[config.mk]
export PLATFORM = sky130hd
export DESIGN_NAME = adc_sample_smoothing_filter_flat
export DESIGN_NICKNAME = d
export VERILOG_FILES = /design/src/rtl/assf_pkg.sv /design/src/rtl/assf_if.sv /design/src/rtl/assf_ring.sv /design/src/rtl/assf_mac.sv /design/src/rtl/assf_div.sv /design/src/rtl/adc_sample_smoothing_filter.sv /design/src/flat_wrapper.sv
export VERILOG_INCLUDE_DIRS = /design/src /design/src/rtl
export SDC_FILE = /design/constraint.sdc
export NUM_CORES = 1
export LEC_CHECK = 0
export ABC_CLOCK_PERIOD_IN_PS = 12500
export BUFFER_PORTS_ARGS = -buffer_cell sky130_fd_sc_hd__buf_2
export CAP_MARGIN = 20
export CORE_ASPECT_RATIO = 0.75
export CORE_UTILIZATION = 55
export CTS_CLUSTER_SIZE = 20
export DETAILED_ROUTE_END_ITERATION = 6
export PLACE_DENSITY = 0.78
export SETUP_SLACK_MARGIN = 0.15
export SLEW_MARGIN = 10
export SYNTH_ARGS = -nofsm -noshare
export SYNTH_HDL_FRONTEND = slang
export SYNTH_HIERARCHICAL = 1
export SYNTH_SLANG_ARGS = --single-unit
export TNS_END_PERCENT = 50
[constraint.sdc]
create_clock -name i_clk -period 12.5 [get_ports i_clk]
set_input_delay 1.875 -clock i_clk [delete_from_list [all_inputs] [get_ports i_clk]]
set_output_delay 1.875 -clock i_clk [all_outputs]
set_load 0.005 [all_outputs]
[src/rtl/adc_sample_smoothing_filter_macros.svh]
// ----------------------------------------------------------------------------
// ADC sample smoothing filter - assertion macros
// Concurrent check wrappers; compiled out when SYNTH is defined.
// ----------------------------------------------------------------------------
`ifndef ADC_SAMPLE_SMOOTHING_FILTER_MACROS_SVH
`define ADC_SAMPLE_SMOOTHING_FILTER_MACROS_SVH
`ifndef SYNTH
// property checked on every clock edge outside reset
`define ASSF_ASSERT(lbl, clk, rst_n, prop) \
    lbl: assert property (@(posedge clk) disable iff (!rst_n) prop) \
        else $error("%m: check failed");
// trigger in one cycle implies outcome in the next
`define ASSF_ASSERT_NEXT(lbl, clk, rst_n, pre, post) \
    lbl: assert property (@(posedge clk) disable iff (!rst_n) (pre) |=> (post)) \
        else $error("%m: sequencing check failed");
`else
`define ASSF_ASSERT(lbl, clk, rst_n, prop)
`define ASSF_ASSERT_NEXT(lbl, clk, rst_n, pre, post)
`endif
`endif

[src/rtl/assf_pkg.sv]
// ----------------------------------------------------------------------------
// ADC sample smoothing filter - package
// Widths, smoothing coefficients and control structs shared by the block.
// ----------------------------------------------------------------------------
package assf_pkg;

    localparam int RING_DEPTH = 11;
    localparam int SAMPLE_W   = 16;
    localparam int FRAC_W     = 8;
    localparam int OUT_W      = SAMPLE_W + FRAC_W;
    localparam int COEF_W     = 8;
    localparam int PROD_W     = SAMPLE_W + COEF_W;
    localparam int ACC_W      = 26;
    localparam int MAG_W      = ACC_W - 1;
    localparam int DIV_W      = 9;
    localparam int QUOT_W     = OUT_W;
    localparam int CNT_W      = 4;
    localparam int STEP_W     = 4;
    localparam int DSTEP_W    = 5;
    localparam int FROZEN_MIN = 10;

    localparam logic [DIV_W-1:0] SG_NORM      = DIV_W'(429);
    localparam logic [OUT_W-1:0] OUT_MAX_CODE = 24'h7F_FFFF;
    localparam logic [OUT_W-1:0] OUT_MIN_CODE = 24'h80_0000;

    typedef struct packed {
        logic push;
        logic rotate;
    } t_ring_ctl;

    typedef struct packed {
        logic clear;
        logic en;
    } t_mac_ctl;

    // 11-point quadratic smoothing weights, oldest sample first
    function automatic logic signed [COEF_W-1:0] sg_coef(input logic [STEP_W-1:0] k);
        logic signed [COEF_W-1:0] c;
        begin
            unique case (k)
                4'd0, 4'd10: c = -COEF_W'(36);
                4'd1, 4'd9:  c = COEF_W'(9);
                4'd2, 4'd8:  c = COEF_W'(44);
                4'd3, 4'd7:  c = COEF_W'(69);
                4'd4, 4'd6:  c = COEF_W'(84);
                4'd5:        c = COEF_W'(89);
                default:     c = '0;
            endcase
            return c;
        end
    endfunction

    // tap at step k holds a stored sample once k reaches depth - count
    function automatic logic slot_stored(input logic [STEP_W-1:0] k,
                                         input logic [CNT_W-1:0] cnt);
        logic [STEP_W:0] reach;
        begin
            reach = {1'b0, k} + {1'b0, cnt};
            return (reach >= (STEP_W+1)'(RING_DEPTH));
        end
    endfunction

    function automatic logic signed [COEF_W-1:0] step_coef(input logic [STEP_W-1:0] k,
                                                          input logic smooth,
                                                          input logic [CNT_W-1:0] cnt);
        logic signed [COEF_W-1:0] c;
        begin
            if (smooth) begin
                c = sg_coef(k);
            end else if (slot_stored(k, cnt)) begin
                c = COEF_W'(1);
            end else begin
                c = '0;
            end
            return c;
        end
    endfunction

endpackage

[src/rtl/assf_if.sv]
// ----------------------------------------------------------------------------
// ADC sample smoothing filter - channel interfaces
// Valid/ready channels for samples, results and the enable register.
// ----------------------------------------------------------------------------
interface assf_in_if;
    logic                                 valid;
    logic                                 ready;
    logic signed [assf_pkg::SAMPLE_W-1:0] raw_sample;

    modport source (output valid, output raw_sample, input ready);
    modport sink   (input valid, input raw_sample, output ready);
endinterface

interface assf_out_if;
    logic                              valid;
    logic                              ready;
    logic signed [assf_pkg::OUT_W-1:0] filtered_value;
    logic                              used_smoothing;
    logic                              frozen;

    modport source (output valid, output filtered_value, output used_smoothing,
                    output frozen, input ready);
    modport sink   (input valid, input filtered_value, input used_smoothing,
                    input frozen, output ready);
endinterface

interface assf_cfg_if;
    logic valid;
    logic ready;
    logic filter_enable;

    modport source (output valid, output filter_enable, input ready);
    modport sink   (input valid, input filter_enable, output ready);
endinterface

[src/rtl/assf_ring.sv]
// ----------------------------------------------------------------------------
// ADC sample smoothing filter - sample ring
// Shift line of recent samples, newest at the head; rotates for the MAC pass.
// ----------------------------------------------------------------------------
module assf_ring (
    input  logic                                 i_clk,
    input  logic                                 i_rst_n,
    input  assf_pkg::t_ring_ctl                  i_ctl,
    input  logic signed [assf_pkg::SAMPLE_W-1:0] i_sample,
    output logic signed [assf_pkg::SAMPLE_W-1:0] o_tap,
    output logic        [assf_pkg::CNT_W-1:0]    o_count
);
    import assf_pkg::*;

    logic signed [SAMPLE_W-1:0] r_ring [RING_DEPTH];
    logic        [CNT_W-1:0]    r_count;

    // unfilled taps must read as zero so the masked MAC terms stay clean
    always_ff @(posedge i_clk) begin
        if (!i_rst_n) begin
            for (int i = 0; i < RING_DEPTH; i++) begin
                r_ring[i] <= '0;
            end
        end else if (i_ctl.push) begin
            r_ring[0] <= i_sample;
            for (int i = 1; i < RING_DEPTH; i++) begin
                r_ring[i] <= r_ring[i-1];
            end
        end else if (i_ctl.rotate) begin
            r_ring[0] <= r_ring[RING_DEPTH-1];
            for (int i = 1; i < RING_DEPTH; i++) begin
                r_ring[i] <= r_ring[i-1];
            end
        end
    end

    always_ff @(posedge i_clk) begin
        if (!i_rst_n) begin
            r_count <= '0;
        end else if (i_ctl.push && (r_count != CNT_W'(RING_DEPTH))) begin
            r_count <= r_count + CNT_W'(1);
        end
    end

    assign o_tap   = r_ring[RING_DEPTH-1];
    assign o_count = r_count;

endmodule

[src/rtl/assf_mac.sv]
// ----------------------------------------------------------------------------
// ADC sample smoothing filter - multiply-accumulate
// One tap times one coefficient per enabled cycle into a signed accumulator.
// ----------------------------------------------------------------------------
module assf_mac (
    input  logic                                 i_clk,
    input  assf_pkg::t_mac_ctl                   i_ctl,
    input  logic signed [assf_pkg::SAMPLE_W-1:0] i_sample,
    input  logic signed [assf_pkg::COEF_W-1:0]   i_coef,
    output logic signed [assf_pkg::ACC_W-1:0]    o_acc
);
    import assf_pkg::*;

    logic signed [PROD_W-1:0] w_prod;
    logic signed [ACC_W-1:0]  r_acc;

    assign w_prod = i_sample * i_coef;

    always_ff @(posedge i_clk) begin
        if (i_ctl.clear) begin
            r_acc <= '0;
        end else if (i_ctl.en) begin
            r_acc <= r_acc + ACC_W'(w_prod);
        end
    end

    assign o_acc = r_acc;

endmodule

[src/rtl/assf_div.sv]
// ----------------------------------------------------------------------------
// ADC sample smoothing filter - bit-serial divider
// Restoring division, one quotient bit per cycle; dividend is mag * 2^8.
// ----------------------------------------------------------------------------
module assf_div (
    input  logic                          i_clk,
    input  logic                          i_rst_n,
    input  logic                          i_start,
    input  logic [assf_pkg::MAG_W-1:0]    i_dividend,
    input  logic [assf_pkg::DIV_W-1:0]    i_divisor,
    output logic [assf_pkg::QUOT_W-1:0]   o_quot,
    output logic                          o_done
);
    import assf_pkg::*;

    logic               r_busy;
    logic               r_done;
    logic [DSTEP_W-1:0] r_cnt;
    logic [DIV_W-1:0]   r_rem;
    logic [DIV_W-1:0]   r_divisor;
    // dividend bits shift out the top while quotient bits shift in the bottom
    logic [QUOT_W-1:0]  r_shift;

    logic [DIV_W:0]     w_trial;
    logic [DIV_W:0]     w_diff;
    logic               w_ge;
    logic [DIV_W-1:0]   n_rem;

    assign w_trial = {r_rem, r_shift[QUOT_W-1]};
    assign w_diff  = w_trial - {1'b0, r_divisor};
    assign w_ge    = (w_trial >= {1'b0, r_divisor});
    assign n_rem   = w_ge ? w_diff[DIV_W-1:0] : w_trial[DIV_W-1:0];

    always_ff @(posedge i_clk) begin
        if (i_start) begin
            // quotient fits QUOT_W bits, so the top bits start below the divisor
            r_rem     <= i_dividend[MAG_W-1 -: DIV_W];
            r_shift   <= {i_dividend[MAG_W-DIV_W-1:0], FRAC_W'(0)};
            r_divisor <= i_divisor;
        end else if (r_busy) begin
            r_rem   <= n_rem;
            r_shift <= {r_shift[QUOT_W-2:0], w_ge};
        end
    end

    always_ff @(posedge i_clk) begin
        if (!i_rst_n) begin
            r_busy <= 1'b0;
            r_done <= 1'b0;
            r_cnt  <= '0;
        end else begin
            r_done <= 1'b0;
            if (i_start) begin
                r_busy <= 1'b1;
                r_cnt  <= '0;
            end else if (r_busy) begin
                if (r_cnt == DSTEP_W'(QUOT_W - 1)) begin
                    r_busy <= 1'b0;
                    r_done <= 1'b1;
                end
                r_cnt <= r_cnt + DSTEP_W'(1);
            end
        end
    end

    assign o_quot = r_shift;
    assign o_done = r_done;

endmodule

[src/rtl/adc_sample_smoothing_filter.sv]
// ----------------------------------------------------------------------------
// ADC sample smoothing filter - top level
// Eleven-sample Savitzky-Golay smoother with running mean and stuck detect.
// ----------------------------------------------------------------------------
// Usage:
//   i_in carries one signed 16-bit ADC code per transaction. o_out returns one
//   result per sample: Q15.8 value, a flag for the smoothing window and a flag
//   for ten or more identical stored samples. i_cfg writes filter_enable and
//   is always ready; write it only while no sample is in flight.
//   Each sample is pushed into an 11-entry shift line, then the line rotates
//   past one multiply-accumulate per cycle. With filtering on, a bit-serial
//   divider then produces one quotient bit per cycle to divide by 429 or by
//   the sample count. A sample passes through the MAC, LOAD, DIV (filtering on
//   only) and DONE states before its result enters the output register and
//   o_out.valid rises.
//   One result register sits at the output: the next sample is accepted while
//   a result waits; a finished result stalls until that register empties.
//   Reset empties the sample history and clears filter_enable.
// ----------------------------------------------------------------------------
`include "adc_sample_smoothing_filter_macros.svh"

module adc_sample_smoothing_filter (
    input  logic        i_clk,
    input  logic        i_rst_n,
    assf_in_if.sink     i_in,
    assf_out_if.source  o_out,
    assf_cfg_if.sink    i_cfg
);
    import assf_pkg::*;

    localparam logic [2:0] ST_IDLE = 3'd0;
    localparam logic [2:0] ST_MAC  = 3'd1;
    localparam logic [2:0] ST_LOAD = 3'd2;
    localparam logic [2:0] ST_DIV  = 3'd3;
    localparam logic [2:0] ST_DONE = 3'd4;

    logic [2:0]                r_state;
    logic [STEP_W-1:0]         r_step;
    logic signed [SAMPLE_W-1:0] r_newest;
    logic                      r_frozen_ok;
    logic                      r_neg;
    logic                      r_filter_enable;
    logic [OUT_W-1:0]          r_result;
    logic                      r_out_valid;
    logic [OUT_W-1:0]          r_out_value;
    logic                      r_out_smooth;
    logic                      r_out_frozen;

    logic                      w_in_acc;
    logic                      w_out_load;
    logic                      w_smooth;
    t_ring_ctl                 w_ring_ctl;
    t_mac_ctl                  w_mac_ctl;
    logic signed [SAMPLE_W-1:0] w_tap;
    logic [CNT_W-1:0]          w_count;
    logic signed [COEF_W-1:0]  w_coef;
    logic signed [ACC_W-1:0]   w_acc;
    logic [ACC_W-1:0]          w_acc_mag;
    logic                      w_div_start;
    logic [DIV_W-1:0]          w_divisor;
    logic [QUOT_W-1:0]         w_quot;
    logic                      w_div_done;
    logic [OUT_W-1:0]          w_sat;

    assign i_in.ready  = (r_state == ST_IDLE);
    assign i_cfg.ready = 1'b1;
    assign w_in_acc    = i_in.valid && i_in.ready;
    assign w_smooth    = r_filter_enable && (w_count == CNT_W'(RING_DEPTH));

    always_comb begin
        w_ring_ctl.push   = w_in_acc;
        w_ring_ctl.rotate = (r_state == ST_MAC);
        w_mac_ctl.clear   = w_in_acc;
        w_mac_ctl.en      = (r_state == ST_MAC);
    end

    assign w_coef      = step_coef(r_step, w_smooth, w_count);
    assign w_acc_mag   = w_acc[ACC_W-1] ? -w_acc : w_acc;
    assign w_div_start = (r_state == ST_LOAD) && r_filter_enable;
    assign w_divisor   = w_smooth ? SG_NORM : DIV_W'(w_count);

    assf_ring u_ring (
        .i_clk    (i_clk),
        .i_rst_n  (i_rst_n),
        .i_ctl    (w_ring_ctl),
        .i_sample (i_in.raw_sample),
        .o_tap    (w_tap),
        .o_count  (w_count)
    );

    assf_mac u_mac (
        .i_clk    (i_clk),
        .i_ctl    (w_mac_ctl),
        .i_sample (w_tap),
        .i_coef   (w_coef),
        .o_acc    (w_acc)
    );

    assf_div u_div (
        .i_clk      (i_clk),
        .i_rst_n    (i_rst_n),
        .i_start    (w_div_start),
        .i_dividend (w_acc_mag[MAG_W-1:0]),
        .i_divisor  (w_divisor),
        .o_quot     (w_quot),
        .o_done     (w_div_done)
    );

    // sign-magnitude quotient back to two's complement, clamped to 24 bits
    always_comb begin
        if (!r_neg) begin
            w_sat = w_quot[QUOT_W-1] ? OUT_MAX_CODE : w_quot;
        end else if (w_quot > OUT_MIN_CODE) begin
            w_sat = OUT_MIN_CODE;
        end else begin
            w_sat = ~w_quot + QUOT_W'(1);
        end
    end

    assign w_out_load = (r_state == ST_DONE) && (!r_out_valid || o_out.ready);

    always_ff @(posedge i_clk) begin
        if (!i_rst_n) begin
            r_state         <= ST_IDLE;
            r_step          <= '0;
            r_filter_enable <= 1'b0;
            r_out_valid     <= 1'b0;
        end else begin
            if (i_cfg.valid && i_cfg.ready) begin
                r_filter_enable <= i_cfg.filter_enable;
            end
            if (w_out_load) begin
                r_out_valid <= 1'b1;
            end else if (o_out.ready) begin
                r_out_valid <= 1'b0;
            end
            unique case (r_state)
                ST_IDLE: begin
                    if (w_in_acc) begin
                        r_step  <= '0;
                        r_state <= ST_MAC;
                    end
                end
                ST_MAC: begin
                    r_step <= r_step + STEP_W'(1);
                    if (r_step == STEP_W'(RING_DEPTH - 1)) begin
                        r_state <= ST_LOAD;
                    end
                end
                ST_LOAD: begin
                    r_state <= r_filter_enable ? ST_DIV : ST_DONE;
                end
                ST_DIV: begin
                    if (w_div_done) begin
                        r_state <= ST_DONE;
                    end
                end
                ST_DONE: begin
                    if (w_out_load) begin
                        r_state <= ST_IDLE;
                    end
                end
                default: begin
                    r_state <= ST_IDLE;
                end
            endcase
        end
    end

    always_ff @(posedge i_clk) begin
        if (w_in_acc) begin
            r_newest    <= i_in.raw_sample;
            r_frozen_ok <= 1'b1;
        end else if ((r_state == ST_MAC) && slot_stored(r_step, w_count)
                     && (w_tap != r_newest)) begin
            r_frozen_ok <= 1'b0;
        end
        if (r_state == ST_LOAD) begin
            r_neg    <= w_acc[ACC_W-1];
            r_result <= {r_newest, FRAC_W'(0)};
        end else if ((r_state == ST_DIV) && w_div_done) begin
            r_result <= w_sat;
        end
        if (w_out_load) begin
            r_out_value  <= r_result;
            r_out_smooth <= w_smooth;
            r_out_frozen <= r_frozen_ok && (w_count >= CNT_W'(FROZEN_MIN));
        end
    end

    assign o_out.valid          = r_out_valid;
    assign o_out.filtered_value = r_out_value;
    assign o_out.used_smoothing = r_out_smooth;
    assign o_out.frozen         = r_out_frozen;

    `ASSF_ASSERT_NEXT(a_accept_starts_mac, i_clk, i_rst_n, w_in_acc, r_state == ST_MAC)
    `ASSF_ASSERT(a_div_done_in_div, i_clk, i_rst_n, w_div_done |-> r_state == ST_DIV)
    `ASSF_ASSERT(a_count_bound, i_clk, i_rst_n, w_count <= CNT_W'(RING_DEPTH))
    `ASSF_ASSERT(a_smooth_needs_full, i_clk, i_rst_n, (o_out.valid && o_out.used_smoothing) |-> w_count == CNT_W'(RING_DEPTH))
    `ASSF_ASSERT(a_frozen_needs_ten, i_clk, i_rst_n, (o_out.valid && o_out.frozen) |-> w_count >= CNT_W'(FROZEN_MIN))

endmodule
[src/flat_wrapper.sv]
// flat-port wrapper written by rule: the top's interface ports become plain ports
module adc_sample_smoothing_filter_flat import assf_pkg::*;
  (i_clk, i_rst_n, i_in_valid, i_in_raw_sample, i_in_ready, o_out_valid, o_out_filtered_value, o_out_used_smoothing, o_out_frozen, o_out_ready, i_cfg_valid, i_cfg_filter_enable, i_cfg_ready);
  assf_in_if i_in_i ();
  assf_out_if o_out_i ();
  assf_cfg_if i_cfg_i ();
  input  logic i_clk;
  input  logic i_rst_n;
  input wire logic [$bits(i_in_i.valid)-1:0] i_in_valid;
  input wire logic [$bits(i_in_i.raw_sample)-1:0] i_in_raw_sample;
  output wire logic [$bits(i_in_i.ready)-1:0] i_in_ready;
  output wire logic [$bits(o_out_i.valid)-1:0] o_out_valid;
  output wire logic [$bits(o_out_i.filtered_value)-1:0] o_out_filtered_value;
  output wire logic [$bits(o_out_i.used_smoothing)-1:0] o_out_used_smoothing;
  output wire logic [$bits(o_out_i.frozen)-1:0] o_out_frozen;
  input wire logic [$bits(o_out_i.ready)-1:0] o_out_ready;
  input wire logic [$bits(i_cfg_i.valid)-1:0] i_cfg_valid;
  input wire logic [$bits(i_cfg_i.filter_enable)-1:0] i_cfg_filter_enable;
  output wire logic [$bits(i_cfg_i.ready)-1:0] i_cfg_ready;
  assign i_in_i.valid = i_in_valid;
  assign i_in_i.raw_sample = i_in_raw_sample;
  assign i_in_ready = i_in_i.ready;
  assign o_out_valid = o_out_i.valid;
  assign o_out_filtered_value = o_out_i.filtered_value;
  assign o_out_used_smoothing = o_out_i.used_smoothing;
  assign o_out_frozen = o_out_i.frozen;
  assign o_out_i.ready = o_out_ready;
  assign i_cfg_i.valid = i_cfg_valid;
  assign i_cfg_i.filter_enable = i_cfg_filter_enable;
  assign i_cfg_ready = i_cfg_i.ready;
  adc_sample_smoothing_filter u_core (.i_clk(i_clk), .i_rst_n(i_rst_n), .i_in(i_in_i), .o_out(o_out_i), .i_cfg(i_cfg_i));
endmodule
==> qor.csv, run 1 <==
metric,value,unit
Hold EP,u_core/o_out.filtered_value[15],
pre-CTS setup slack,5.66,ns
footprint of the multi-input gates,10100,um2
Lkg Pwr,0.00948,uW
Clock Latency Late Sink,0.59,ns
Synth async-reset ratio,0,
synthesized flop and latch total,339,
CTS Buffer Depth,3,
H-tree Lvls,1,
"most common cell after layout, fill and taps aside",edfxtp_1,
Fillers,2835,
Mapped Area,20500,um2
area grow syn2layout,8.19,%
reg2reg start,u_core/u_ring/o_count[0],
initial antenna violation count,3,
final wirelength,42800,um
post-CTS setup buffer count,0,
Setup CP Type,reg -> reg,
Slew @ Worst Pin,1.06,ns
Finished Layout Cells,2315,
CTS resizes,0,
CTS buffer count,31,
WL/cell,18.5,um
gr ovfl total,0,
CP most frequent cell,fa_1,
XOR/XNOR Fraction of Synth Area,0.0303,
share of layout cells above drive strength 1,0.0842,
via count,13200,
Avg Vias per Cell,5.71,
Die H,169,um
Critical Path RT,12.98,ns
final net count,2036,
reg2reg end,u_core/u_mac/o_acc[25],
reg-to-reg setup timing slack,5.65,ns
number of synthesized flops with an enable pin,269,
pin count of the biggest net entering global routing,139,
"CTS clk-pin slew, worst paths",0.07,ns
average size of a mapped cell,11.6,um2
endpoints failing setup,0,
global-route wire length before repair,68700,um
min cycle time layout,6.85,ns
startpoint types,flip-flop,
"critical path fanouts, max",16,
DRC,0,
Synth Area in Simple Gates,0.164,
die area,38100,um2
Worst Path Buf+Inv,2,
Synth cell types,87,
First-pass DRT Iterations,5,
DP HPWL,31000,um
unrepaired setup endpoints after global routing,false,
total power,2960,uW
crit path DAT,7.32,ns
Worst Skew,0.0138,ns
worst path cell trace,ha_1 > fa_1 > xor2_1 > a21oi_1 > o21ai_0 > mux2_2 > and2_1 > fa_1 > inv_1 > fa_1 > inv_1 > fa_1 > fa_1 > ha_1 > ha_1 > a21o_1 > or4_4 > a21oi_2 > o21ai_1 > or3_1 > a32o_1,
CP endpoint kind,flip-flop,
post-synthesis compound-gate area fraction,0.0915,
DR iter-0 viols,1287,
sequential share of the synthesized area,0.462,
Die Width,225,um
final setup TNS,0,ns
CTS tree,yes,
Cells on Worst Hold Path,0,
Fin. Hold Viols,0,
Hold Buf Count CTS,0,
most frequent cells in the layout,"edfxtp_1, and2_1, inv_1, fa_1, nand2_1",
GP Congestion,0.879,
Worst R2R Path Depth,21,
port bufs,49,
synth warn,6,
clock sinks,339,
peak supply drop,79.4,uV
"Primary FF master, synth",edfxtp_1,
largest family of logic cells by synthesized area,adder cells,
Post-Synth Adder-Cell Area,0.185,
root buf cell,clkbuf_16,
Rel. slew slack,0.292,
starting density of the core,0.566,
pwr dens,133,nW/um2
Final Max Slew Viols,0,
Syn Inst Count,1764,
Crit-path slowest cell,and2_1,
Final WS setup,5.65,ns
Placed Cells,2256,
CP max stage delay,0.58,ns
vias in the first global route,12600,
row cnt,60,
core area,36300,um2
Tcrit/Tclk final,0.548,
Min Hold Slack,0.421,ns
post-route ant nets,0,
total global-route track usage,0.229,
Max Freq,146,MHz
HP Start,u_core/r_result[15],
status,"finished, final reports clean",
I/O pins,51,
mux contribution to synthesized area,0.0207,
Top delay family on crit path,adder cells,
Max Cap Viol,0,
Sequential cell area,9480,um2
Worst Hold Class,reg -> reg,
-- layer usage --
layer / vias up / part of all wire / GRT usage / wire length (um)
met2: 441 / 0.44 / 0.342 / 18800
met1: 6563 / 0.45 / 0.340 / 19400
li1: 6152 / - / - / -
met3: 72 / 0.079 / 0.0490 / 3360
met4: 2 / 0.027 / 0.0621 / 1140
met5: - / 0.00030 / 0 / 13
-- stage by stage --
step           instance area, um2  utilization
2_1_floorplan               20500            -
3_3_place_gp                21100        0.582
3_5_place_dp                21100        0.582
4_1_cts                     22200        0.612
5_1_grt                     22200        0.612
6_report                    22200        0.612
-- worst max path at each step --
stage / startpoint / to / cells after the start
global route: u_core/u_ring/o_count[0] / u_core/u_mac/o_acc[20] / 23
detailed placement: u_core/u_ring/o_count[0] / u_core/u_mac/o_acc[24] / 23
finish: u_core/u_ring/o_count[0] / u_core/u_mac/o_acc[25] / 21
floorplan: i_in_valid / u_core/u_ring/r_ring[0][0] / 3
CTS: u_core/u_ring/o_count[0] / u_core/u_mac/o_acc[20] / 23
global placement: u_core/u_ring/o_count[0] / u_core/u_mac/o_acc[25] / 21
-- Yosys cell counts, types with 10 or more instances --
library cell  count  area share
fa_1            138        0.13
o31ai_1          14      0.0051
nor2b_1          36       0.011
nand4_1          10      0.0030
and2_1          237       0.072
ha_1             82       0.050
inv_1           152       0.028
nand2b_1         18      0.0055
a211oi_1         15      0.0055
buf_6            14      0.0077
o211ai_1         10      0.0037
xor2_1           33       0.014
a21oi_1          53       0.013
nor3_1           12      0.0029
nand2_1         111       0.020
dfxtp_1          70       0.068
nor2_1           81       0.015
nand3_1          15      0.0037
a21o_1           17      0.0062
edfxtp_1        269        0.39
xnor2_1          38       0.016
mux2i_1          38       0.019
a22o_1           17      0.0073
clkbuf_1         44      0.0081
a22oi_1          17      0.0062
o21ai_0          51       0.012
-- sequential cells by signal (all words and copies together) (netlist names), 5 cells and up, named ones only --
| signal | count |
|---|---|
| u_core/u_div/o_quot | 24 |
| u_core/u_div/r_cnt | 5 |
| u_core/r_result | 24 |
| u_core/r_newest | 16 |
| u_core/u_div/r_divisor | 9 |
| u_core/u_div/r_rem | 9 |
| u_core/u_mac/o_acc | 26 |
| u_core/u_ring/r_ring | 176 |
| u_core/o_out.filtered_value | 24 |
-- cells by family after synthesis --
logic type,count (synthesis)
flops,339
compound gates,267
other cells,2
buf+inv,222
mux,42
simple gates,601
fa+ha+maj,220
xor+xnor,71
-- final cells by class --
type                    count  area share
multi-input cells        1211       0.457
flip-flops and latches    339       0.427
clock buffers              40      0.0383
well taps                 496      0.0280
inverters                 152      0.0257
repair buffers             59      0.0144
clock inverters            17     0.00981
diodes                      1    0.000113
-- report_power, final --
group          total, uW  switching [uW]  internal (uW)
Combinational        494             300            194
Clock                995             428            567
Sequential          1470             108           1360
Power figures use the tool's default switching activity.
==> run 2: changes to the inputs <==
--- a/config.mk
+++ b/config.mk
@@ -6,14 +6,14 @@
 export SDC_FILE = /design/constraint.sdc
 export NUM_CORES = 1
 export LEC_CHECK = 0
-export ABC_CLOCK_PERIOD_IN_PS = 12500
+export ABC_CLOCK_PERIOD_IN_PS = 5500
 export BUFFER_PORTS_ARGS = -buffer_cell sky130_fd_sc_hd__buf_2
 export CAP_MARGIN = 20
 export CORE_ASPECT_RATIO = 0.75
 export CORE_UTILIZATION = 55
 export CTS_CLUSTER_SIZE = 20
 export DETAILED_ROUTE_END_ITERATION = 6
-export PLACE_DENSITY = 0.78
+export PLACE_DENSITY = 0.8
 export SETUP_SLACK_MARGIN = 0.15
 export SLEW_MARGIN = 10
 export SYNTH_ARGS = -nofsm -noshare
==> constraint.sdc (replaced) <==
create_clock -name i_clk -period 5.5 [get_ports i_clk]
set_input_delay 0.825 -clock i_clk [delete_from_list [all_inputs] [get_ports i_clk]]
set_output_delay 0.825 -clock i_clk [all_outputs]
set_load 0.005 [all_outputs]
==> run 2 against run 1 <==
The flow now finishes with violations (setup timing). Die area did not move. Combinational power grew to 2.7 times the previous value. Non-clock buffer count rose by 105. Maximum frequency increased by 15%. Core utilization is 4.1 points higher. Critical path depth fell by 1. Power up 140%. Setup slack got worse by 6.1 ns. Global-route usage grew 1.8 points. Hold slack about the same. Register-to-register slack got worse by 6.1 ns. Critical path type unchanged.
==> qor.csv, run 2 (synthesis results as in run 1) <==
metric,value,unit,change
share of layout cells above drive strength 1,0.172,,+0.0880
max FFs per register,176,,unchanged
post-route ant nets,0,,unchanged
DRC,0,,unchanged
peak supply drop,183,uV,+130%
Die Width,225,um,unchanged
gr ovfl total,0,,unchanged
Worst Hold Class,reg -> reg,,
CTS buffer count,34,,+9.7%
root buf cell,clkbuf_16,,
Finished Layout Cells,2425,,+4.8%
Die H,169,um,unchanged
DR iter-0 viols,1202,,-6.6%
via count,13900,,+4.8%
H-tree Lvls,2,,+1
"CTS clk-pin slew, worst paths",0.07,ns,about the same
row cnt,60,,unchanged
most frequent cells in the layout,"edfxtp_1, and2_1, inv_1, fa_1, nand2_1",,
endpoints failing setup,15,,+15
final wirelength,46500,um,+8.6%
reg-to-reg setup timing slack,-0.46,ns,-6.12 ns
Critical Path RT,5.92,ns,-7.06 ns
Slew @ Worst Pin,1.07,ns,+0.0133 ns
Worst Skew,0.0256,ns,+0.0118 ns
crit path DAT,6.39,ns,-0.93 ns
Max Cap Viol,0,,unchanged
initial antenna violation count,0,,-3
CP endpoint kind,flip-flop,,
Avg Vias per Cell,5.72,,about the same
status,"finished, violations left",,
DP HPWL,32800,um,+6.0%
First-pass DRT Iterations,7,,+2
die area,38100,um2,unchanged
failing checks,setup timing,,
GP Congestion,0.883,,+0.42%
Placed Cells,2346,,+4.0%
CTS Buffer Depth,3,,unchanged
Hold Buf Count CTS,0,,unchanged
vias in the first global route,13700,,+8.3%
Tcrit/Tclk final,1.08,,+0.537
unrepaired setup endpoints after global routing,true,,
Lkg Pwr,0.0100,uW,+6.0%
Final Max Slew Viols,0,,unchanged
total global-route track usage,0.248,,+0.0185
switching part of the total,0.282,,about the same
Max Freq,168,MHz,+15%
port bufs,49,,unchanged
Setup CP Type,reg -> reg,,
final net count,2145,,+5.4%
I/O pins,51,,unchanged
"most common cell after layout, fill and taps aside",edfxtp_1,,
antenna cell count,0,,-1
pin count of the biggest net entering global routing,145,,+4.3%
Switch Pwr,2010,uW,+140%
fin util,0.653,,+0.0412
WL/cell,19.2,um,+3.7%
Largest Register,u_core/u_ring/r_ring,,
core area,36300,um2,unchanged
internal power,5100,uW,+140%
Final WS setup,-0.465,ns,-6.12 ns
clock sinks,339,,unchanged
Rel. slew slack,0.281,,-0.0115
combinational power share,0.190,,+0.023
clock power share,0.338,,+0.002
"critical path fanouts, max",5,,-11
min cycle time layout,5.96,ns,-0.885 ns
Clock Latency Late Sink,0.54,ns,-0.05 ns
startpoint types,flip-flop,,
Fin. Hold Viols,0,,unchanged
global-route wire length before repair,73500,um,+7.0%
CTS tree,yes,,
area grow syn2layout,15.5,%,
part of the power in registers,0.472,,-0.025
starting density of the core,0.566,,unchanged
pwr dens,300,nW/um2,+120%
[run 2: changes by cell type in the layout (fill, tap and decap cells not counted), sizes merged]
| cell | delta |
|---|---|
| clkinvlp | -1 |
| clkbuf | +9 |
| mux2 | +1 |
| buf | +105 |
| clkinv | -3 |
| diode | -1 |
[run 2: worst max-delay path, stage by stage, from the launching register on]
cell and delay [ns]:
dfxtp_4 0.35, ha_4 0.16, fa_2 0.39, a21o_1 0.18, a21oi_2 0.15, o21ai_2 0.09
mux2_4 0.33, and2_1 0.17, fa_1 0.49, fa_1 0.58, ha_4 0.22, fa_1 0.47
ha_1 0.31, ha_2 0.21, fa_2 0.36, a21o_1 0.20, a221o_1 0.35, o221ai_4 0.23
nor3_2 0.08, or3_1 0.30, a32o_1 0.22
[run 2: repair_timing]
action,4_1_cts,5_1_grt
resized for setup,41,43
pin swaps,43,42
setup endpoints to repair,18,19
setup buffers,13,3
gates cloned,1,0
[run 2: layout make-up]
class	instances	area (um2)
fill	2565	12600
tap	496	621
inverter	152	574
multi-input combinational	1212	10700
clock inverter	13	190
timing repair buffer	164	1160
clock buffer	49	962
sequential	339	9490
[run 2: stage by stage]
| step | cell area, um2 | setup WS (ns) | total power [uW] | hold WS (ns) | setup TNS, ns |
|---|---|---|---|---|---|
| after floorplan | 20600 | -0.327 | 4190 | 0.400 | -1.74 |
| after global placement | 21900 | -0.506 | 4550 | 0.407 | -4.66 |
| after detailed placement | 21900 | -0.716 | 4620 | 0.405 | -7.18 |
| after CTS | 23400 | -0.436 | 7060 | 0.421 | -4.97 |
| after global routing | 23700 | -0.674 | 7430 | 0.423 | -7.97 |
| final | 23700 | -0.465 | 7110 | 0.422 | -4.93 |
[run 2: final timing paths]
path                                          start                               to  depth (start not counted)
worst min-delay path            u_core/r_result[13]  u_core/o_out.filtered_value[13]                          0
worst min register to register  u_core/r_result[13]  u_core/o_out.filtered_value[13]                          0
worst max-delay path               u_core/r_step[0]           u_core/u_mac/o_acc[24]                         20
worst max register to register     u_core/r_step[0]           u_core/u_mac/o_acc[24]                         20
[run 2: power groups by stage]
stage / Combinational, uW / Clock [uW] / Sequential [uW]
after CTS: 1270 / 2440 / 3340
after global routing: 1500 / 2550 / 3390
after global placement: 1170 / 0 / 3380
final: 1350 / 2400 / 3350
after detailed placement: 1230 / 0 / 3390
after floorplan: 898 / 0 / 3290
[run 2: routing by layer]
| layer | vias up | global-route usage | part of all wire |
|---|---|---|---|
| met3 | 86 | 0.0609 | 0.093 |
| met2 | 548 | 0.376 | 0.45 |
| met1 | 6854 | 0.355 | 0.43 |
| li1 | 6371 | - | - |
| met4 | 0 | 0.0707 | 0.023 |
| met5 | - | 0 | 0 |
